$ cat config.mk
export PLATFORM = sky130hd
export DESIGN_NAME = rtc_calendar_dst_top
export DESIGN_NICKNAME = d
export VERILOG_FILES = /design/src/sv/rcd_pkg.sv /design/src/sv/rcd_regs.sv /design/src/sv/rcd_dateseq.sv /design/src/sv/rtc_calendar_dst_top.sv
export SDC_FILE = /design/constraint.sdc
export NUM_CORES = 1
export LEC_CHECK = 0
export ABC_AREA = 1
export BUFFER_PORTS_ARGS = -buffer_cell sky130_fd_sc_hd__buf_2
export CORE_MARGIN = 2
export CORE_UTILIZATION = 30
export DETAILED_ROUTE_END_ITERATION = 8
export GPL_TIMING_DRIVEN = 0
export PLACE_DENSITY = 0.43
export SLEW_MARGIN = 30
export SYNTH_ARGS = -nofsm -noshare
export SYNTH_HDL_FRONTEND = slang
export SYNTH_SLANG_ARGS = --single-unit
$ cat constraint.sdc
create_clock -name aclk -period 9.4 [get_ports aclk]
set_input_delay 1.88 -clock aclk [delete_from_list [all_inputs] [get_ports aclk]]
set_output_delay 1.88 -clock aclk [all_outputs]
set_load 0.05 [all_outputs]
$ cat src/sv/rcd_pkg.sv
// ----------------------------------------------------------------------------
// rcd_pkg: shared types, codes and calendar helpers
// Register indexes, request kinds, the configuration bundle, the interface
// between the clock core and the date sequencer, and month tables.
// ----------------------------------------------------------------------------
package rcd_pkg;

    // Default build values
    localparam int ACC_BITS_DEF         = 24;
    localparam int TICKS_PER_SECOND_DEF = 64;
    localparam int DST_CHANGE_HOUR_DEF  = 2;
    localparam int START_YEAR_DEF       = 2019;

    localparam int PHASE_W  = 24;
    localparam int CFG_IDX_W = 4;

    // Request kinds carried in tuser
    typedef enum logic [1:0] {
        ACT_TICK     = 2'd0,
        ACT_SET_TIME = 2'd1,
        ACT_SET_DATE = 2'd2,
        ACT_NONE     = 2'd3
    } action_t;

    // Configuration register indexes
    typedef enum logic [CFG_IDX_W-1:0] {
        REG_PHASE_INC   = 4'd0,
        REG_HOUR_MIN    = 4'd1,
        REG_HOUR_MAX    = 4'd2,
        REG_DST_ENABLE  = 4'd3,
        REG_START_MONTH = 4'd4,
        REG_START_WEEK  = 4'd5,
        REG_END_MONTH   = 4'd6,
        REG_END_WEEK    = 4'd7
    } cfg_reg_t;

    typedef struct packed {
        logic [PHASE_W-1:0] phase_inc;
        logic               hour_min;
        logic [4:0]         hour_max;
        logic               dst_en;
        logic [3:0]         start_month;
        logic [2:0]         start_week;
        logic [3:0]         end_month;
        logic [2:0]         end_week;
    } cfg_t;

    // Date sequencer states
    typedef enum logic [1:0] {
        SEQ_IDLE = 2'd0,
        SEQ_MUL  = 2'd1,
        SEQ_SUM  = 2'd2,
        SEQ_DAY  = 2'd3
    } seq_state_t;

    typedef struct packed {
        logic        start;
        logic [13:0] year;
        logic [3:0]  month;
        logic [4:0]  day;
    } seq_req_t;

    typedef struct packed {
        logic       busy;
        logic       done;
        logic       leap;
        logic [2:0] wday;
        logic [4:0] start_day;
        logic [4:0] stop_day;
    } seq_res_t;

    localparam logic [4:0] MONTH_LEN [16] = '{
        5'd0, 5'd31, 5'd28, 5'd31, 5'd30, 5'd31, 5'd30, 5'd31,
        5'd31, 5'd30, 5'd31, 5'd30, 5'd31, 5'd0, 5'd0, 5'd0
    };

    localparam logic [2:0] SAK_OFF [16] = '{
        3'd0, 3'd0, 3'd3, 3'd2, 3'd5, 3'd0, 3'd3, 3'd5,
        3'd1, 3'd4, 3'd6, 3'd2, 3'd4, 3'd0, 3'd0, 3'd0
    };

    function automatic logic [4:0] month_days(input logic [3:0] m, input logic leap);
        return (m == 4'd2 && leap) ? 5'd29 : MONTH_LEN[m];
    endfunction

    // Elaboration-time helpers for reset values
    function automatic int leap_of(input int y);
        return ((y % 4 == 0) && ((y % 100 != 0) || (y % 400 == 0))) ? 1 : 0;
    endfunction

    function automatic int jan1_weekday(input int y);
        int yy;
        yy = y + 399;
        return (yy + yy / 4 - yy / 100 + yy / 400 + 1) % 7;
    endfunction

endpackage

$ cat src/sv/rcd_regs.sv
// ----------------------------------------------------------------------------
// rcd_regs: configuration register file
// Takes one register write per request and presents all settings as a bundle.
// ----------------------------------------------------------------------------
module rcd_regs (
    input  logic                          aclk,
    input  logic                          aresetn,
    input  logic                          cfg_valid,
    output logic                          cfg_ready,
    input  logic [rcd_pkg::CFG_IDX_W-1:0] cfg_index,
    input  logic [rcd_pkg::PHASE_W-1:0]   cfg_data,
    output rcd_pkg::cfg_t                 cfg
);

    rcd_pkg::cfg_t cfg_reg;

    assign cfg_ready = 1'b1;
    assign cfg       = cfg_reg;

    // Decode the write and update the addressed register
    always_ff @(posedge aclk) begin
        if (!aresetn) begin
            cfg_reg.phase_inc   <= '0;
            cfg_reg.hour_min    <= 1'b0;
            cfg_reg.hour_max    <= 5'd23;
            cfg_reg.dst_en      <= 1'b0;
            cfg_reg.start_month <= 4'd3;
            cfg_reg.start_week  <= 3'd2;
            cfg_reg.end_month   <= 4'd11;
            cfg_reg.end_week    <= 3'd1;
        end else if (cfg_valid) begin
            unique case (rcd_pkg::cfg_reg_t'(cfg_index))
                rcd_pkg::REG_PHASE_INC:   cfg_reg.phase_inc   <= cfg_data;
                rcd_pkg::REG_HOUR_MIN:    cfg_reg.hour_min    <= cfg_data[0];
                rcd_pkg::REG_HOUR_MAX:    cfg_reg.hour_max    <= cfg_data[4:0];
                rcd_pkg::REG_DST_ENABLE:  cfg_reg.dst_en      <= cfg_data[0];
                rcd_pkg::REG_START_MONTH: cfg_reg.start_month <= cfg_data[3:0];
                rcd_pkg::REG_START_WEEK:  cfg_reg.start_week  <= cfg_data[2:0];
                rcd_pkg::REG_END_MONTH:   cfg_reg.end_month   <= cfg_data[3:0];
                rcd_pkg::REG_END_WEEK:    cfg_reg.end_week    <= cfg_data[2:0];
                default: ;
            endcase
        end
    end

endmodule

$ cat src/sv/rcd_dateseq.sv
// ----------------------------------------------------------------------------
// rcd_dateseq: date sequencer
// Works out the leap flag, the weekday of a date and the two DST Sundays
// for a year: divide by 100 through a reciprocal multiply, fold the
// Gregorian day count modulo 7, then place the nth Sundays.
// ----------------------------------------------------------------------------
module rcd_dateseq (
    input  logic              aclk,
    input  logic              aresetn,
    input  rcd_pkg::cfg_t     cfg,
    input  rcd_pkg::seq_req_t req,
    output rcd_pkg::seq_res_t res
);

    localparam logic [14:0] YEAR_BIAS = 15'd400;
    localparam logic [27:0] RECIP_100 = 28'd5243;

    rcd_pkg::seq_state_t state_reg, state_next;

    logic [14:0] yy_reg;
    logic [3:0]  mon_reg;
    logic [4:0]  day_reg;
    logic [7:0]  q100_reg;
    logic        leap_reg;
    logic [2:0]  w0_reg;
    logic [2:0]  w1_reg;

    logic [27:0] prod;
    logic [14:0] rem100;
    logic [15:0] day_sum;
    logic        by4, by100, by400, leap_calc;
    logic [2:0]  w0_calc;
    logic [3:0]  w1_sum;

    // Residue modulo 7 by folding octal digits
    function automatic logic [2:0] mod7(input logic [15:0] v);
        logic [17:0] x;
        logic [5:0]  s1;
        logic [3:0]  s2;
        x  = {2'b00, v};
        s1 = '0;
        for (int i = 0; i < 6; i++) begin
            s1 = s1 + 6'(x[3*i +: 3]);
        end
        s2 = 4'(s1[2:0]) + 4'(s1[5:3]);
        return (s2 >= 4'd7) ? 3'(s2 - 4'd7) : s2[2:0];
    endfunction

    // January and February count from the year before
    function automatic logic [2:0] base_of(input logic [3:0] m, input logic [2:0] w0,
                                           input logic [2:0] w1);
        return (m < 4'd3) ? w1 : w0;
    endfunction

    // nth Sunday of month m, clamped week, last Sunday when the fifth overruns
    function automatic logic [4:0] nth_sunday(input logic [3:0] m, input logic [2:0] wk,
                                              input logic [2:0] w0, input logic [2:0] w1,
                                              input logic leap);
        logic [2:0] wd1;
        logic [2:0] wkc;
        logic [3:0] first;
        logic [5:0] d;
        wd1   = mod7(16'(base_of(m, w0, w1)) + 16'(rcd_pkg::SAK_OFF[m]) + 16'd1);
        wkc   = (wk == 3'd0) ? 3'd1 : ((wk > 3'd5) ? 3'd5 : wk);
        first = (wd1 == 3'd0) ? 4'd1 : 4'(4'd8 - 4'(wd1));
        d     = 6'(first) + 6'd7 * 6'(wkc - 3'd1);
        if (d > 6'(rcd_pkg::month_days(m, leap))) begin
            d = d - 6'd7;
        end
        if (m < 4'd1 || m > 4'd12) begin
            d = '0;
        end
        return d[4:0];
    endfunction

    // Next-state logic
    always_comb begin
        state_next = state_reg;
        unique case (state_reg)
            rcd_pkg::SEQ_IDLE: if (req.start) state_next = rcd_pkg::SEQ_MUL;
            rcd_pkg::SEQ_MUL:  state_next = rcd_pkg::SEQ_SUM;
            rcd_pkg::SEQ_SUM:  state_next = rcd_pkg::SEQ_DAY;
            rcd_pkg::SEQ_DAY:  state_next = rcd_pkg::SEQ_IDLE;
            default:           state_next = rcd_pkg::SEQ_IDLE;
        endcase
    end

    // Day count of the biased year and its residues
    always_comb begin
        prod      = 28'(yy_reg) * RECIP_100;
        rem100    = yy_reg - 15'(q100_reg) * 15'd100;
        by4       = (yy_reg[1:0] == 2'b00);
        by100     = (rem100 == 15'd0);
        by400     = by100 && (q100_reg[1:0] == 2'b00);
        leap_calc = by4 && (!by100 || by400);
        day_sum   = 16'(yy_reg) + 16'(yy_reg >> 2) - 16'(q100_reg) + 16'(q100_reg >> 2);
        w0_calc   = mod7(day_sum);
        // one year earlier: one day less, and one more in a leap year
        w1_sum    = 4'(w0_calc) + 4'd6 - 4'(leap_calc);
    end

    // Output logic
    always_comb begin
        res.busy      = (state_reg != rcd_pkg::SEQ_IDLE);
        res.done      = (state_reg == rcd_pkg::SEQ_DAY);
        res.leap      = leap_reg;
        res.wday      = mod7(16'(base_of(mon_reg, w0_reg, w1_reg))
                             + 16'(rcd_pkg::SAK_OFF[mon_reg]) + 16'(day_reg));
        res.start_day = nth_sunday(cfg.start_month, cfg.start_week, w0_reg, w1_reg, leap_reg);
        res.stop_day  = nth_sunday(cfg.end_month, cfg.end_week, w0_reg, w1_reg, leap_reg);
    end

    always_ff @(posedge aclk) begin
        if (!aresetn) begin
            state_reg <= rcd_pkg::SEQ_IDLE;
        end else begin
            state_reg <= state_next;
        end
    end

    // Hold the request, then the quotient, then the weekday bases
    always_ff @(posedge aclk) begin
        if (state_reg == rcd_pkg::SEQ_IDLE && req.start) begin
            yy_reg  <= 15'(req.year) + YEAR_BIAS;
            mon_reg <= req.month;
            day_reg <= req.day;
        end
        if (state_reg == rcd_pkg::SEQ_MUL) begin
            q100_reg <= prod[26:19];
        end
        if (state_reg == rcd_pkg::SEQ_SUM) begin
            leap_reg <= leap_calc;
            w0_reg   <= w0_calc;
            w1_reg   <= (w1_sum >= 4'd7) ? 3'(w1_sum - 4'd7) : w1_sum[2:0];
        end
    end

endmodule

$ cat src/sv/rtc_calendar_dst_top.sv
// ----------------------------------------------------------------------------
// rtc_calendar_dst_top: real-time clock and calendar with daylight saving
// Phase-accumulator time base, calendar counters and DST hour changes.
// ----------------------------------------------------------------------------
// Usage:
//  s_ channel: one request per beat, kind in s_tuser (tick, set time,
//  set date). m_ channel: one result per request with the time and date
//  after it. cfg_ channel writes the settings; write only while idle.
//  Ticks and set-time requests: the result is registered and appears in the
//  cycle after acceptance, and a new request can be taken every cycle while
//  the output is not stalled and the date sequencer is idle. A set-date
//  request runs the date sequencer (multiply, fold, place Sundays), then
//  marks a DST fix pending and loads its result from that; the input is
//  held off meanwhile. A tick that rolls over the year reports at once and
//  then holds off the input while the leap flag and DST days are recomputed.
//  Reset starts at 00:00:00 on January 1 of START_YEAR, DST off.
//  When the receiver stalls, the result stays in the output register and a
//  new request is taken only in a cycle where that register is emptied.
// ----------------------------------------------------------------------------
module rtc_calendar_dst_top #(
    parameter int ACC_BITS         = rcd_pkg::ACC_BITS_DEF,
    parameter int TICKS_PER_SECOND = rcd_pkg::TICKS_PER_SECOND_DEF,
    parameter int DST_CHANGE_HOUR  = rcd_pkg::DST_CHANGE_HOUR_DEF,
    parameter int START_YEAR       = rcd_pkg::START_YEAR_DEF
) (
    input  logic                          aclk,
    input  logic                          aresetn,
    // new_hour, new_minute, new_second, new_day, new_month, new_year
    input  logic [39:0]                   s_tdata,
    // action
    input  logic [1:0]                    s_tuser,
    input  logic                          s_tvalid,
    output logic                          s_tready,
    // hour_now, minute_now, second_now, day_now, month_now, year_now,
    // weekday_now, dst_active_now, second_pulse, half_second_pulse
    output logic [47:0]                   m_tdata,
    output logic                          m_tvalid,
    input  logic                          m_tready,
    input  logic                          cfg_valid,
    output logic                          cfg_ready,
    input  logic [rcd_pkg::CFG_IDX_W-1:0] cfg_index,
    input  logic [rcd_pkg::PHASE_W-1:0]   cfg_data
);

    localparam int SUM_W = ((ACC_BITS > rcd_pkg::PHASE_W) ? ACC_BITS : rcd_pkg::PHASE_W) + 1;
    localparam int SUB_W = $clog2(TICKS_PER_SECOND);
    localparam logic [SUB_W-1:0] SUB_TOP  = SUB_W'(TICKS_PER_SECOND - 1);
    localparam logic [SUB_W-1:0] SUB_HALF = SUB_W'(TICKS_PER_SECOND / 2);
    localparam logic [5:0]  CHANGE_HOUR = 6'(DST_CHANGE_HOUR);
    localparam logic [2:0]  RESET_WDAY  = 3'(rcd_pkg::jan1_weekday(START_YEAR));
    localparam logic        RESET_LEAP  = 1'(rcd_pkg::leap_of(START_YEAR));

    rcd_pkg::cfg_t     cfg;
    rcd_pkg::seq_req_t seq_req;
    rcd_pkg::seq_res_t seq_res;

    logic [ACC_BITS-1:0] acc_reg, acc_next;
    logic [SUB_W-1:0]    sub_reg, sub_next;
    logic [5:0]          sec_reg, sec_next;
    logic [5:0]          min_reg, min_next;
    logic [4:0]          hour_reg, hour_next;
    logic [4:0]          day_reg, day_next;
    logic [3:0]          mon_reg, mon_next;
    logic [13:0]         year_reg, year_next;
    logic [2:0]          wday_reg, wday_next;
    logic                leap_reg;
    logic [4:0]          start_day_reg, stop_day_reg;
    logic                dst_reg, dst_next;
    logic                sec_pulse, half_pulse, rollover;
    logic                date_pend_reg, fix_pend_reg;
    logic                m_tvalid_reg;
    logic [47:0]         m_tdata_reg;

    logic             accept, out_free, fix_load, fix_now;
    rcd_pkg::action_t action;
    logic [4:0]       in_hour, in_day;
    logic [5:0]       in_min, in_sec;
    logic [3:0]       in_mon;
    logic [13:0]      in_year;

    rcd_regs u_regs (
        .aclk      (aclk),
        .aresetn   (aresetn),
        .cfg_valid (cfg_valid),
        .cfg_ready (cfg_ready),
        .cfg_index (cfg_index),
        .cfg_data  (cfg_data),
        .cfg       (cfg)
    );

    rcd_dateseq u_dateseq (
        .aclk    (aclk),
        .aresetn (aresetn),
        .cfg     (cfg),
        .req     (seq_req),
        .res     (seq_res)
    );

    assign action  = rcd_pkg::action_t'(s_tuser);
    assign in_hour = s_tdata[4:0];
    assign in_min  = s_tdata[10:5];
    assign in_sec  = s_tdata[16:11];
    assign in_day  = s_tdata[21:17];
    assign in_mon  = s_tdata[25:22];
    assign in_year = s_tdata[39:26];

    assign out_free = !m_tvalid_reg || m_tready;
    assign s_tready = !seq_res.busy && !fix_pend_reg && out_free;
    assign accept   = s_tvalid && s_tready;
    assign fix_load = fix_pend_reg && out_free;
    assign m_tvalid = m_tvalid_reg;
    assign m_tdata  = m_tdata_reg;

    // DST state implied by a date and time
    function automatic logic fix_dst(input rcd_pkg::cfg_t c, input logic [3:0] mo,
                                     input logic [4:0] dd, input logic [4:0] h,
                                     input logic [5:0] mi, input logic [5:0] s,
                                     input logic [4:0] sd, input logic [4:0] ed);
        logic signed [11:0] c_start, c_end;
        logic signed [19:0] c_time;
        logic               r;
        c_start = ($signed({8'd0, mo}) - $signed({8'd0, c.start_month})) * 12'sd31
                  + ($signed({7'd0, dd}) - $signed({7'd0, sd}));
        c_end   = ($signed({8'd0, mo}) - $signed({8'd0, c.end_month})) * 12'sd31
                  + ($signed({7'd0, dd}) - $signed({7'd0, ed}));
        c_time  = ($signed({15'd0, h}) - $signed(20'(DST_CHANGE_HOUR))) * 20'sd3600
                  + $signed({14'd0, mi}) * 20'sd60 + $signed({14'd0, s});
        if (c_start < 0) begin
            r = 1'b0;
        end else if (c_start == 0) begin
            r = (c_time >= 0);
        end else if (c_end < 0) begin
            r = 1'b1;
        end else if (c_end == 0) begin
            r = (c_time < 0);
        end else begin
            r = 1'b0;
        end
        return c.dst_en && r;
    endfunction

    // Advance the time base and calendar for one request
    always_comb begin : step_calc
        logic [SUM_W-1:0] sum;
        logic [6:0]       s7;
        logic [6:0]       m7;
        logic [5:0]       h6;
        acc_next   = acc_reg;
        sub_next   = sub_reg;
        sec_next   = sec_reg;
        min_next   = min_reg;
        hour_next  = hour_reg;
        day_next   = day_reg;
        mon_next   = mon_reg;
        year_next  = year_reg;
        wday_next  = wday_reg;
        dst_next   = dst_reg;
        sec_pulse  = 1'b0;
        half_pulse = 1'b0;
        rollover   = 1'b0;
        sum        = SUM_W'(acc_reg) + SUM_W'(cfg.phase_inc);
        s7         = 7'(sec_reg) + 7'd1;
        m7         = 7'(min_reg) + 7'd1;
        h6         = 6'(hour_reg);
        case (action)
            rcd_pkg::ACT_TICK: begin
                acc_next = sum[ACC_BITS-1:0];
                if (sum[ACC_BITS]) begin
                    if (sub_reg != '0) begin
                        half_pulse = (sub_reg == SUB_HALF);
                        sub_next   = sub_reg - SUB_W'(1);
                    end else begin
                        sub_next  = SUB_TOP;
                        sec_pulse = 1'b1;
                        if (s7 > 7'd59) begin
                            sec_next = '0;
                            if (m7 > 7'd59) begin
                                min_next = '0;
                                h6       = h6 + 6'd1;
                                // move the hour on the DST change days
                                if (cfg.dst_en && h6 == CHANGE_HOUR) begin
                                    if (dst_reg) begin
                                        if (mon_reg == cfg.end_month
                                            && day_reg == stop_day_reg) begin
                                            h6       = h6 - 6'd1;
                                            dst_next = 1'b0;
                                        end
                                    end else if (mon_reg == cfg.start_month
                                                 && day_reg == start_day_reg) begin
                                        h6       = h6 + 6'd1;
                                        dst_next = 1'b1;
                                    end
                                end
                            end else begin
                                min_next = m7[5:0];
                            end
                            if (h6 > 6'(cfg.hour_max)) begin
                                hour_next = 5'(cfg.hour_min);
                                wday_next = (wday_reg < 3'd6) ? wday_reg + 3'd1 : 3'd0;
                                if (day_reg < rcd_pkg::month_days(mon_reg, leap_reg)) begin
                                    day_next = day_reg + 5'd1;
                                end else begin
                                    day_next = 5'd1;
                                    if (mon_reg < 4'd12) begin
                                        mon_next = mon_reg + 4'd1;
                                    end else begin
                                        mon_next  = 4'd1;
                                        year_next = year_reg + 14'd1;
                                        rollover  = 1'b1;
                                    end
                                end
                            end else begin
                                hour_next = h6[4:0];
                            end
                        end else begin
                            sec_next = s7[5:0];
                        end
                    end
                end
            end
            rcd_pkg::ACT_SET_TIME: begin
                hour_next = in_hour;
                min_next  = in_min;
                sec_next  = in_sec;
                sub_next  = SUB_TOP;
                dst_next  = fix_dst(cfg, mon_reg, day_reg, in_hour, in_min, in_sec,
                                    start_day_reg, stop_day_reg);
            end
            rcd_pkg::ACT_SET_DATE: begin
                day_next  = in_day;
                mon_next  = in_mon;
                year_next = in_year;
            end
            default: ;
        endcase
    end

    assign fix_now = fix_dst(cfg, mon_reg, day_reg, hour_reg, min_reg, sec_reg,
                             start_day_reg, stop_day_reg);

    // Start the sequencer on a set date or a year rollover
    always_comb begin
        seq_req.start = accept && (action == rcd_pkg::ACT_SET_DATE || rollover);
        seq_req.year  = year_next;
        seq_req.month = mon_next;
        seq_req.day   = day_next;
    end

    // Control state
    always_ff @(posedge aclk) begin
        if (!aresetn) begin
            date_pend_reg <= 1'b0;
            fix_pend_reg  <= 1'b0;
            m_tvalid_reg  <= 1'b0;
        end else begin
            if (accept) begin
                date_pend_reg <= (action == rcd_pkg::ACT_SET_DATE);
            end
            if (seq_res.done) begin
                fix_pend_reg <= date_pend_reg;
            end else if (fix_load) begin
                fix_pend_reg <= 1'b0;
            end
            if ((accept && action != rcd_pkg::ACT_SET_DATE) || fix_load) begin
                m_tvalid_reg <= 1'b1;
            end else if (m_tready) begin
                m_tvalid_reg <= 1'b0;
            end
        end
    end

    // Clock and calendar state
    always_ff @(posedge aclk) begin
        if (!aresetn) begin
            acc_reg       <= '0;
            sub_reg       <= '0;
            sec_reg       <= '0;
            min_reg       <= '0;
            hour_reg      <= '0;
            day_reg       <= 5'd1;
            mon_reg       <= 4'd1;
            year_reg      <= 14'(START_YEAR);
            wday_reg      <= RESET_WDAY;
            leap_reg      <= RESET_LEAP;
            start_day_reg <= '0;
            stop_day_reg  <= '0;
            dst_reg       <= 1'b0;
        end else begin
            if (accept) begin
                acc_reg  <= acc_next;
                sub_reg  <= sub_next;
                sec_reg  <= sec_next;
                min_reg  <= min_next;
                hour_reg <= hour_next;
                day_reg  <= day_next;
                mon_reg  <= mon_next;
                year_reg <= year_next;
                wday_reg <= wday_next;
                dst_reg  <= dst_next;
            end
            if (seq_res.done) begin
                leap_reg <= seq_res.leap;
                if (date_pend_reg) begin
                    wday_reg <= seq_res.wday;
                end
                if (cfg.dst_en) begin
                    start_day_reg <= seq_res.start_day;
                    stop_day_reg  <= seq_res.stop_day;
                end
            end
            if (fix_load) begin
                dst_reg <= fix_now;
            end
        end
    end

    // Result register
    always_ff @(posedge aclk) begin
        if (accept && action != rcd_pkg::ACT_SET_DATE) begin
            m_tdata_reg <= {2'b00, half_pulse, sec_pulse, dst_next, wday_next, year_next,
                            mon_next, day_next, sec_next, min_next, hour_next};
        end else if (fix_load) begin
            m_tdata_reg <= {2'b00, 1'b0, 1'b0, fix_now, wday_reg, year_reg,
                            mon_reg, day_reg, sec_reg, min_reg, hour_reg};
        end
    end

    // Checks
    assert property (@(posedge aclk) disable iff (!aresetn)
        fix_pend_reg |-> !seq_res.busy)
        else $error("DST fix pending while the date sequencer runs");

    assert property (@(posedge aclk) disable iff (!aresetn)
        (accept && action == rcd_pkg::ACT_SET_DATE) |=> (seq_res.busy && date_pend_reg))
        else $error("set date did not start the date sequencer");

    assert property (@(posedge aclk) disable iff (!aresetn)
        seq_res.busy |-> !s_tready)
        else $error("request taken while the date sequencer runs");

    assert property (@(posedge aclk) disable iff (!aresetn)
        sub_reg <= SUB_TOP)
        else $error("sub-second count out of range");

    assert property (@(posedge aclk) disable iff (!aresetn)
        seq_res.done |=> (fix_pend_reg == $past(date_pend_reg)))
        else $error("DST fix not scheduled after set date");

endmodule
# Word-level counts from Yosys, hierarchy flattened
# Memory sizes are Yosys's and may differ from the RTL's.
# Cells that the tools add are included.
# op_classes
addsub	73
mul	10
magnitude_cmp	32
n_eq_ne	24
mux	129
n_bitwise	4
reduce_logical	57
# op_table
operator	count
2-to-1 mux 5 bit	22
2-to-1 mux 6 bit	18
2-to-1 mux 46 bit	2
2-to-1 mux 14 bit	6
2-to-1 mux 3 bit	27
adder 6 x 3 -> 6 bit	12
zero test 32 bit	2
adder 3 x 3 -> 4 bit	11
adder 19 x 13 -> 20 bit	2
adder 20 x 7 -> 20 bit	2
>= comparator 20 x 1 -> 1 bit, second input constant	2
< comparator 20 x 1 -> 1 bit, second input constant	2
2-to-1 mux 1 bit	36
case mux 6 bit (2 select lines)	3
adder 16 x 1 -> 16 bit, second input constant	2
2-to-1 mux 4 bit	8
multiplier 6 x 9 -> 15 bit, second input constant	2
case mux 14 bit (2 select lines)	1
multiplier 15 x 13 -> 27 bit, second input constant	1
adder 24 x 24 -> 25 bit	1
adder 11 x 6 -> 12 bit	2
adder 6 x 1 -> 6 bit	4
< comparator 12 x 1 -> 1 bit, second input constant	2
multiplier 5 x 6 -> 11 bit, second input constant	2
other kinds (66)	157
# word_totals
regBits	220
romBits	384
input_bits	75
output_inout_bits	51
word_cells	368
memories	6
# memory_table
name	depth	width	read_ports	rd_clocked_by_memory_dff	wr	line	rtl
(no name shown)	16	5	1	0	0	rcd_pkg.sv:83	return (m == 4'd2 && leap) ? 5'd29 : MONTH_LEN[m];
(no name shown)	16	5	1	0	0	rcd_pkg.sv:83	
(no name shown)	16	5	1	0	0	rcd_pkg.sv:83	
(no name shown)	16	3	1	0	0	rcd_dateseq.sv:108	+ 16'(rcd_pkg::SAK_OFF[mon_reg]) + 16'(day_reg));
(no name shown)	16	3	1	0	0	rcd_dateseq.sv:63	wd1 = mod7(16'(base_of(m, w0, w1)) + 16'(rcd_pkg::SAK_OFF[m]) + 16'd1);
(no name shown)	16	3	1	0	0	rcd_dateseq.sv:63	

# Depth between registers and ports, before layout
# Gate-level depths: netlist (run 1).
# logic_depth
word_depth	20
depth_mapped	47
mapped_depth_nobuf	46

# Cells and area by module
# From an unflattened synthesis (run 1), not the netlist that was laid out.
# hier_totals
cells_unflattened	3806
hier_area_um2	28681.3
# by_module_without_submodules
mod	instances	cells_per_inst	area_per_inst_um2	seq_area_each_um2
rtc_calendar_dst_top	1	2110	15354.7	3143.0
rcd_dateseq	1	1415	11458.5	1211.2
rcd_regs	1	281	1868.0	900.9

# Worst setup path before layout (run 1)
# Ideal clock, no wire load.
# synth_path
path_kind	flip-flop to flip-flop
from	register u_dateseq.yy_reg[1]
to	register u_dateseq.w1_reg[1] (data pin)
setup_ps	260
t_arrival_ps	7227
t_required_ps	9140
slack_ps	1913
stages_incl_launch_ff	30
n_path_buf	0
synth_period_minus_slack_ps	7487
path_cell_list	edfxtp_1 > inv_1 > fa_1 > inv_1 > fa_1 > ha_1 > fa_1 > xor2_1 > ha_1 > fa_1 > inv_1 > fa_1 > inv_1 > fa_1 > ha_1 > fa_1 > xor2_1 > ha_1 > fa_1 > ha_1 > inv_1 > nor2_1 > inv_1 > nand2_1 > mux2_2 > ha_1 > ha_1 > nand2_1 > nand2_1 > mux2_2
# synth_between
elab_chain_cells	15
elab_cells_between_ends	24
classes_between	add/sub: 14; order compare: 2; mux: 2; reduce/logical: 6
# synth_rtl
element	line	rtl
from (decl)	rcd_dateseq.sv:20	logic [14:0] yy_reg;
from (signal assigned)	rcd_dateseq.sv:124	yy_reg <= 15'(req.year) + YEAR_BIAS;
adder 15 x 13 -> 16 bit (*)	rcd_dateseq.sv:96	day_sum = 16'(yy_reg) + 16'(yy_reg >> 2) - 16'(q100_reg) + 16'(q100_reg >> 2);
subtractor 16 x 8 -> 16 bit (*)	rcd_dateseq.sv:96	
adder 16 x 6 -> 16 bit (*)	rcd_dateseq.sv:96	
adder 3 x 3 -> 4 bit	rcd_dateseq.sv:43	s1 = s1 + 6'(x[3*i +: 3]);
adder 6 x 3 -> 6 bit (3 in a row)	rcd_dateseq.sv:43	
adder 6 x 1 -> 6 bit (*)	rcd_dateseq.sv:43	
adder 3 x 3 -> 4 bit (*)	rcd_dateseq.sv:45	s2 = 4'(s1[2:0]) + 4'(s1[5:3]);
>= comparator 4 x 3 -> 1 bit or subtractor 3 bit (tied branches)	rcd_dateseq.sv:46	return (s2 >= 4'd7) ? 3'(s2 - 4'd7) : s2[2:0];
2-to-1 mux 3 bit (*)	rcd_dateseq.sv:46	
via u_dateseq.w0_calc[1]	rcd_dateseq.sv:32	logic [2:0] w0_calc;
adder 3 x 3 -> 4 bit (*)	rcd_dateseq.sv:99	w1_sum = 4'(w0_calc) + 4'd6 - 4'(leap_calc);
subtractor 4 x 1 -> 4 bit (*)	rcd_dateseq.sv:99	
>= comparator 4 x 3 -> 1 bit or subtractor 3 bit (tied branches)	rcd_dateseq.sv:134	w1_reg <= (w1_sum >= 4'd7) ? 3'(w1_sum - 4'd7) : w1_sum[2:0];
2-to-1 mux 3 bit (*)	rcd_dateseq.sv:134	
to (signal assigned)	rcd_dateseq.sv:134	
to (decl)	rcd_dateseq.sv:26	logic [2:0] w1_reg;
# The timed path passes the listed nets; every way through them passes the cells marked *.
# A chain may end at the register's enable or synchronous reset.

# Worst setup path after layout (run 1)
# layout_path
from	register u_dateseq.yy_reg[1]
to	register u_dateseq.w1_reg[1] (data pin)
# layout_between
elab_chain_cells	15
elab_cells_between_ends	24
classes_between	add/sub: 14; order compare: 2; mux: 2; reduce/logical: 6
# layout_rtl
element	line
adder 15 x 13 -> 16 bit	rcd_dateseq.sv:96
subtractor 16 x 8 -> 16 bit	rcd_dateseq.sv:96
adder 16 x 6 -> 16 bit	rcd_dateseq.sv:96
adder 3 x 3 -> 4 bit	rcd_dateseq.sv:43
adder 6 x 3 -> 6 bit (3 in a row)	rcd_dateseq.sv:43
adder 6 x 1 -> 6 bit	rcd_dateseq.sv:43
adder 3 x 3 -> 4 bit	rcd_dateseq.sv:45
>= comparator 4 x 3 -> 1 bit or subtractor 3 bit (tied branches)	rcd_dateseq.sv:46
2-to-1 mux 3 bit	rcd_dateseq.sv:46
adder 3 x 3 -> 4 bit	rcd_dateseq.sv:99
subtractor 4 x 1 -> 4 bit (*)	rcd_dateseq.sv:99
>= comparator 4 x 3 -> 1 bit or subtractor 3 bit (tied branches)	rcd_dateseq.sv:134
2-to-1 mux 3 bit (*)	rcd_dateseq.sv:134
# Mark *: on every way between the ends. The rest lies on a longest branch, timed or not.

==> flow_summary.yaml, run 1 <==
status:
  status: "finished, violations left"
  violations: "design-rule violations"
yosys:
  synth_area_leaders: "ha_1 (24%), fa_1 (13%), dfxtp_1 (10%), edfxtp_1 (9.5%), inv_1 (9.2%)"
  synth_top_flop_cell: "dfxtp_1"
  synth_edf_count: 85
  syn_avg_cell_area_um2: 8.07
  synth_seq_area_share_pct: 19.6
  yosysWarningCount: 0
  synth_cell_type_count: 67
  synth_common_cells: "inv_1 (655), ha_1 (506), nand2_1 (434)"
  async_flop_share_pct: 0
  synth-seq-cells: 220
  syn_inst: 3324
  synth.most_common_cell: "inv_1"
  synth_top_area_cell: "ha_1"
  synth_top_area_share_pct: 23.6
  syn_area_um2: 26800
sta:
  setup_viol: 0
  final_max_slew_viol_count: 0
  setup_tns_ns: 0
  hold_viol_final: 0
  min_period_ns: 8.15
  rsz0062_at_grt: "false"
  max_slew_margin_pct: 39.5
  tightest_slew_ns: 0.908
  min_period_over_period_pct: 86.7
  fmax_mhz: 123
  fin_ws_ns: 1.25
  skew_ns: 0.0579
cts:
  clk_pin_slew_worst_paths_ns: 0.06
  cts_tree: "done"
  cts_resized: 0
  htreeDepth: 1
  cts_made_buffers: 30
  clk_latency_ns: 0.63
  cts_hold_buffers: 0
  cts-root-buf: "clkbuf_16"
  cts_max_path_buffers: 3
  cts_sinks: 220
  cts_setup_buffers: 0
global_route:
  grt_pass1_vias: 21600
  grt-ovfl-total: 0
  grt_usage_pct: 17.8
  grt_pass1_wl_um: 125000
  antenna_found_initial: 6
  grt_max_degree: 29
die:
  die_w_um: 303
  die_area_um2: 91800
  die_height_um: 303
  start_util_pct: 30.3
  coreArea_um2: 88500
  row_count: 109
  pin_count: 126
critical_path:
  crit_path_top_delay_cell: "fa_1"
  end_kind: "flop"
  critical_path_class: "flop to flop"
  cp_slowest_stage_delay_ns: 0.57
  r2r_slack_ns: 1.25
  ff2ff_path_depth: 34
  reg2reg_from: "u_dateseq.yy_reg[1]"
  cp_max_fo: 5
  cp_data_arrival_time_ns: 8.47
  crit_required_ns: 9.72
  critPathLaunchType: "flop"
  cp-startpoint: "u_dateseq.yy_reg[1]"
  r2r-end: "u_dateseq.w1_reg[1]"
  critPathBufInv: 7
  crit_family: "adder cells"
detailed_routing:
  wire_per_inst_um: 17.2
  initialDrtViolationCount: 1264
  drtPass1Iterations: 8
  viasPerCell: 4.69
  ant_nets: 0
  routed_wl_um: 80400
  drc_errors: 8
  vias: 21900
hold_path:
  hp-class: "flop to flop"
  min_from: "u_regs.cfg[7]"
  holdPathStages: 2
  worstHoldEndpoint: "u_regs.cfg[7]"
placement:
  pre_cts_ws_ns: 1.21
  hpwl_um: 67000
  port_buffers: 119
  gp_congestion: 0.830
layout:
  area_delta_synth_final_pct: 11.7
  fin_nets: 4230
  largest_reg_flops: 46
  layout-drive-gt1-share_pct: 7.25
job:
  maxCapViolCount: 0
## how the worst max path moves through the flow
stage / slack [ns] / to / depth (start not counted)
final: 1.25 / u_dateseq.w1_reg[1] / 34
after global routing: 0.65 / u_dateseq.w1_reg[1] / 34
after CTS: 1.12 / u_dateseq.w1_reg[1] / 34
after detailed placement: 1.21 / u_dateseq.w1_reg[1] / 34
after global placement: 1.25 / u_dateseq.w1_reg[1] / 34
after floorplan: 1.91 / u_dateseq.w1_reg[1] / 29
## layer usage
metal / vias to the layer above / GRT usage [%] / share of wire (%)
met2: 357 / 28.0 / 44
met5: - / 0 / 0.020
li1: 11200 / - / -
met4: 2 / 3.28 / 1.7
met1: 10200 / 26.0 / 50
met3: 62 / 2.16 / 4.7
## layout by cell type, fill, tap and decap left out, types with 19 or more instances in the layout
master,instances
fa_1,170
o211ai_1,37
dfxtp_1,135
a31oi_1,20
nor2_1,217
o221ai_1,19
clkbuf_1,49
edfxtp_1,85
inv_1,654
clkbuf_16,30
buf_2,122
ha_1,506
o21ai_0,217
nand4_1,28
xor2_1,113
nand2_1,433
nand3_1,122
xnor2_1,49
a21oi_1,240
nor3_1,21
## area by class of cell
type | instances | area, um2
Inverter | 665 | 2500
Sequential cell | 220 | 5260
Buffer | 60 | 251
Fill cell | 9508 | 58600
Tap cell | 1165 | 1460
Timing Repair Buffer | 120 | 616
Clock buffer | 32 | 758
Clock inverter | 24 | 278
Multi-Input combinational cell | 2382 | 18800
Antenna cell | 2 | 5.00
## worst reg2reg max path: cells and delay by family, from the launching register on
kind	cells	cell delay, ns
DFF	1	0.50
muxes	1	0.35
and+or+nand+nor	6	0.48
buffers and inverters	7	0.57
adders and majority gates	13	4.70
xor gates and xnor gates	3	0.59
AOI/OAI and AO/OA	4	0.68
## logic make-up after synthesis
family / count (synthesis) / share of synthesized area [%]
buffers and inverters: 725 / 10.3
other: 2 / 0.0280
flip-flops: 220 / 19.6
adder cells (fa/ha/maj): 676 / 36.3
AO/OA/AOI/OAI: 640 / 13.7
AND/OR/NAND/NOR: 895 / 14.7
multiplexers: 4 / 0.159
XOR/XNOR: 162 / 5.29
## through the flow
step                      hold slack [ns]  instances  cell area (um2)  util, %
after floorplan                     0.423       3327            26800        -
after global placement              0.445       4611            28900     32.6
after detailed placement            0.447       4612            28900     32.7
after CTS                           0.460       4668            30000     33.8
after global routing                0.479       4668            30000     33.8
final                               0.456       4670            30000     33.8
Power of run 1 is not shown: default switching activity piles up to over one toggle a cycle in this logic, so the estimate is an artifact.
==> run 2, diff against run 1 <==
Settings changed: CELL_PAD_IN_SITES_DETAIL_PLACEMENT set to 1, CELL_PAD_IN_SITES_GLOBAL_PLACEMENT set to 2, PLACE_DENSITY 0.43 to 0.64.
==> run 2 against run 1 <==
  * The flow still finishes with violations (design-rule violations)
  * Register-to-register slack got worse by 0.22 ns
  * Critical path depth shrank 2
  * Die area stayed put
  * Non-clock buffer count unchanged
  * Fmax is 2.6% lower
  * Hold slack worse by 0.0055 ns
  * Flip-flop and latch count did not move
  * First-iteration DRC count decreased by 7.5%
  * Clock skew is 0.030 ns lower
  * Clock-buffer cell count rose by 3
  * Via count is 4.4% higher
  * Sequential share of layout area about the same
  * Largest cell class unchanged
==> flow_summary.yaml, run 2 (synthesized netlist as in run 1, its figures left out) <==
sta:
  max_slew_margin_pct: 32.2
  fmax_mhz: 120
  final_max_slew_viol_count: 0
  setup_tns_ns: 0
  tightest_slew_ns: 1.02
  rsz0062_at_grt: "false"
  skew_ns: 0.0283
  hold_viol_final: 0
  min_period_ns: 8.37
  min_period_over_period_pct: 89.0
  fin_ws_ns: 1.03
  whs_ns: 0.451
  setup_viol: 0
layout:
  fin_util_pct: 33.8
  layout-drive-gt1-share_pct: 7.39
  fin_nets: 4230
  largest_reg_flops: 46
  final_cell_mix: "inv_1 (654), ha_1 (506), nand2_1 (433), a21oi_1 (240)"
  final_common_cell: "inv_1"
  area_delta_synth_final_pct: 11.6
placement:
  hpwl_um: 75500
  port_buffers: 119
  pre_cts_ws_ns: 1.00
  gp_congestion: 0.869
critical_path:
  cp_data_arrival_time_ns: 8.72
  critical_path_class: "flop to flop"
  critPathLaunchType: "flop"
  crit_family: "adder cells"
  path_common_cell: "fa_1"
  crit_path_top_delay_cell: "fa_1"
  end_kind: "flop"
  r2r_slack_ns: 1.03
  cp_max_fo: 5
  critPathBufInv: 6
  cp_slowest_stage_delay_ns: 0.60
  crit_required_ns: 9.75
detailed_routing:
  initialDrtViolationCount: 1169
  vias: 22800
  drtPass1Iterations: 9
  routed_wl_um: 89400
  drc_errors: 14
  ant_nets: 0
  viasPerCell: 4.89
  wire_per_inst_um: 19.1
die:
  coreArea_um2: 88500
  die_height_um: 303
  row_count: 109
  die_w_um: 303
  start_util_pct: 30.3
  pin_count: 126
  die_area_um2: 91800
global_route:
  grt-ovfl-total: 0
  antenna_found_initial: 9
  grt_usage_pct: 19.7
  grt_pass1_wl_um: 140000
  grt_max_degree: 32
  grt_pass1_vias: 24600
cts:
  cts_sinks: 220
  htreeDepth: 1
  clk_latency_ns: 0.63
  clk_pin_slew_worst_paths_ns: 0.07
  cts_resized: 0
  cts_made_buffers: 30
  cts_max_path_buffers: 3
  cts_setup_buffers: 0
  cts-root-buf: "clkbuf_16"
  cts_hold_buffers: 0
  cts_tree: "done"
status:
  violations: "design-rule violations"
  status: "finished, violations left"
job:
  maxCapViolCount: 0
hold_path:
  hp-class: "flop to flop"
-- run 2: cell count changes in the layout (fill, tap and decap cells not counted) --
| cell | delta |
|---|---|
| clkbuf_8 | +2 |
| bufinv_16 | -2 |
| clkinv_4 | -2 |
| inv_6 | +1 |
| diode_2 | -1 |
| clkinv_2 | +4 |
| clkinv_1 | -4 |
| clkbuf_2 | +1 |
| buf_2 | +1 |
| inv_4 | +1 |
| buf_1 | -1 |
| clkinvlp_4 | -1 |
-- run 2: metal layers --
layer,part of all wire [%],GRT usage (%),up-vias
met4,2.1,4.06,2
li1,-,-,11200
met2,46,33.0,289
met3,3.6,1.99,72
met5,0.015,0,-
met1,48,27.5,11300
-- run 2: cell type report --
cell class,instances,area [um2]
diodes,1,2.50
plain buffers,60,254
clock buffers,35,790
clock inverters,21,213
fillers,10600,58600
inverters,665,2500
multi-input cells,2382,18800
flip-flops and latches,220,5260
well taps,1165,1460
repair buffers,120,616
-- run 2: through the flow --
| step | area (um2) | std cells |
|---|---|---|
| finish | 29900 | 4669 |
| global route | 29900 | 4668 |
| CTS | 29900 | 4668 |
| detailed placement | 28900 | 4612 |
| global placement | 28900 | 4611 |
| floorplan | 26800 | 3327 |
-- run 2: worst min-delay path, delay by kind of cell, from the launching register on --
kind / cells / cell delay (ns)
flip-flops: 1 / 0.31
buffers and inverters: 1 / 0.05
AO/OA/AOI/OAI: 1 / 0.05
-- run 2: final timing paths --
check | from | endpoint | cells after the start
max | u_dateseq.yy_reg[1] | u_dateseq.w1_reg[1] | 32
min | u_regs.cfg[25] | u_regs.cfg[25] | 2
max reg2reg | u_dateseq.yy_reg[1] | u_dateseq.w1_reg[1] | 32
min reg2reg | u_regs.cfg[25] | u_regs.cfg[25] | 2
Power of run 2 is left out for the same reason.
==> run 3, diff against run 2 <==
Settings changed: CORE_MARGIN 2 to 1, CTS_CLUSTER_DIAMETER set to 100.
==> run 3 against run 2 <==
  * Cell count is essentially flat
  * Critical path depth grew 2
  * Flip-flop and latch count unchanged
  * Hold slack better by 0.0039 ns
  * The run still ends with design-rule violations left
  * First-iteration DRC count is 28% lower
  * Sequential share of layout area up 0.052 points
  * Fmax up 0.28%
  * Critical endpoint unchanged
  * Non-clock buffer count stayed put
  * Wire length fell by 0.23%
  * Via count fell by 0.27%
==> flow_summary.yaml, run 3 (synthesized netlist as in run 1, its figures left out) <==
die:
  start_util_pct: 30.3
  pin_count: 126
  die_w_um: 301
  die_area_um2: 90600
  row_count: 109
  coreArea_um2: 88500
  die_height_um: 301
critical_path:
  critical_path_class: "flop to flop"
  reg2reg_from: "u_dateseq.yy_reg[1]"
  cp_slowest_stage_delay_ns: 0.61
  critPathLaunchType: "flop"
  r2r_slack_ns: 1.06
  cp_max_fo: 5
  crit_path_top_delay_cell: "fa_1"
  cp_data_arrival_time_ns: 8.69
  crit_required_ns: 9.75
  ff2ff_path_depth: 34
  r2r-end: "u_dateseq.w1_reg[1]"
  end_kind: "flop"
job:
  maxCapViolCount: 0
global_route:
  met3_usage_pct: 2.40
  grt-ovfl-total: 0
  met1_usage_pct: 26.7
  grt_pass1_vias: 24900
  grt_max_degree: 32
  met2_usage_pct: 33.5
  antenna_found_initial: 6
  grt_busiest_layer: "met2"
  grt_usage_pct: 19.9
  grt_pass1_wl_um: 140000
detailed_routing:
  routed_wl_um: 89200
  wire_per_inst_um: 19.1
  viasPerCell: 4.88
  initialDrtViolationCount: 836
  drtPass1Iterations: 6
  drc_errors: 32
  vias: 22800
  ant_nets: 0
sta:
  hold_viol_final: 0
  rsz0062_at_grt: "false"
  setup_viol: 0
  max_slew_margin_pct: 32.2
  skew_ns: 0.0433
  min_period_ns: 8.34
  setup_tns_ns: 0
  min_period_over_period_pct: 88.8
  fmax_mhz: 120
  final_max_slew_viol_count: 0
  tightest_slew_ns: 1.02
status:
  violations: "design-rule violations"
  status: "finished, violations left"
layout:
  final_common_cell: "inv_1"
  area_delta_synth_final_pct: 11.2
  n_fill_cell: 10600
  largest_reg_flops: 46
  final_cell_mix: "inv_1 (654), ha_1 (506), nand2_1 (433), a21oi_1 (240)"
  layout-drive-gt1-share_pct: 7.02
  fin_nets: 4230
placement:
  hpwl_um: 75500
  port_buffers: 119
  gp_congestion: 0.869
cts:
  cts_made_buffers: 30
  cts_setup_buffers: 0
  cts-root-buf: "clkbuf_16"
  cts_max_path_buffers: 3
  cts_tree: "done"
  cts_sinks: 220
  clk_pin_slew_worst_paths_ns: 0.06
  clk_latency_ns: 0.63
  cts_resized: 0
  htreeDepth: 1
  cts_hold_buffers: 0
hold_path:
  holdPathStages: 2
  hp-class: "flop to flop"
  worstHoldEndpoint: "u_regs.cfg[24]"
  min_from: "u_regs.cfg[24]"
run 3: final cells by class:
| type | count | area (um2) | area share, % |
|---|---|---|---|
| Multi-Input combinational cell | 2382 | 18800 | 63.1 |
| Clock buffer | 43 | 830 | 2.78 |
| Buffer | 60 | 254 | 0.851 |
| Tap cell | 1165 | 1460 | 4.89 |
| Sequential cell | 220 | 5260 | 17.6 |
| Clock inverter | 12 | 85.1 | 0.285 |
| Timing Repair Buffer | 120 | 616 | 2.06 |
| Inverter | 665 | 2500 | 8.37 |
| Antenna cell | 1 | 2.50 | 0.00839 |
run 3: worst max path at each step:
stage | to | depth (start not counted) | slack (ns) | from
floorplan | u_dateseq.w1_reg[1] | 29 | 1.91 | u_dateseq.yy_reg[1]
global placement | u_dateseq.w1_reg[1] | 34 | 1.23 | u_dateseq.yy_reg[1]
detailed placement | u_dateseq.w1_reg[1] | 34 | 1.04 | u_dateseq.yy_reg[1]
CTS | u_dateseq.w1_reg[1] | 34 | 0.99 | u_dateseq.yy_reg[1]
global route | u_dateseq.w1_reg[1] | 34 | 0.59 | u_dateseq.yy_reg[1]
finish | u_dateseq.w1_reg[1] | 34 | 1.06 | u_dateseq.yy_reg[1]
run 3: metrics by stage:
stage / instances / setup WS, ns / hold WS, ns / cell area, um2 / utilization, %
after floorplan: 3327 / 1.91 / 0.423 / 26800 / -
after global placement: 4611 / 1.23 / 0.440 / 28900 / 32.6
after detailed placement: 4612 / 1.04 / 0.448 / 28900 / 32.7
after CTS: 4667 / 0.991 / 0.457 / 29800 / 33.7
after global routing: 4667 / 0.591 / 0.485 / 29800 / 33.7
final: 4668 / 1.06 / 0.455 / 29800 / 33.7
run 3: worst max-delay path: cells and delay by family (launching register included):
kind,cells,cell delay (ns)
muxes,1,0.34
and+or+nand+nor,6,0.59
buffers and inverters,7,0.59
xor gates and xnor gates,3,0.51
AOI/OAI and AO/OA,4,0.72
DFF,1,0.58
adders and majority gates,13,4.76
run 3: layer usage:
| metal | wire (um) | up-vias |
|---|---|---|
| met2 | 41300 | 289 |
| li1 | - | 11200 |
| met3 | 3220 | 93 |
| met4 | 2300 | 2 |
| met5 | 15 | - |
| met1 | 42300 | 11200 |
Power of run 3 is left out for the same reason.
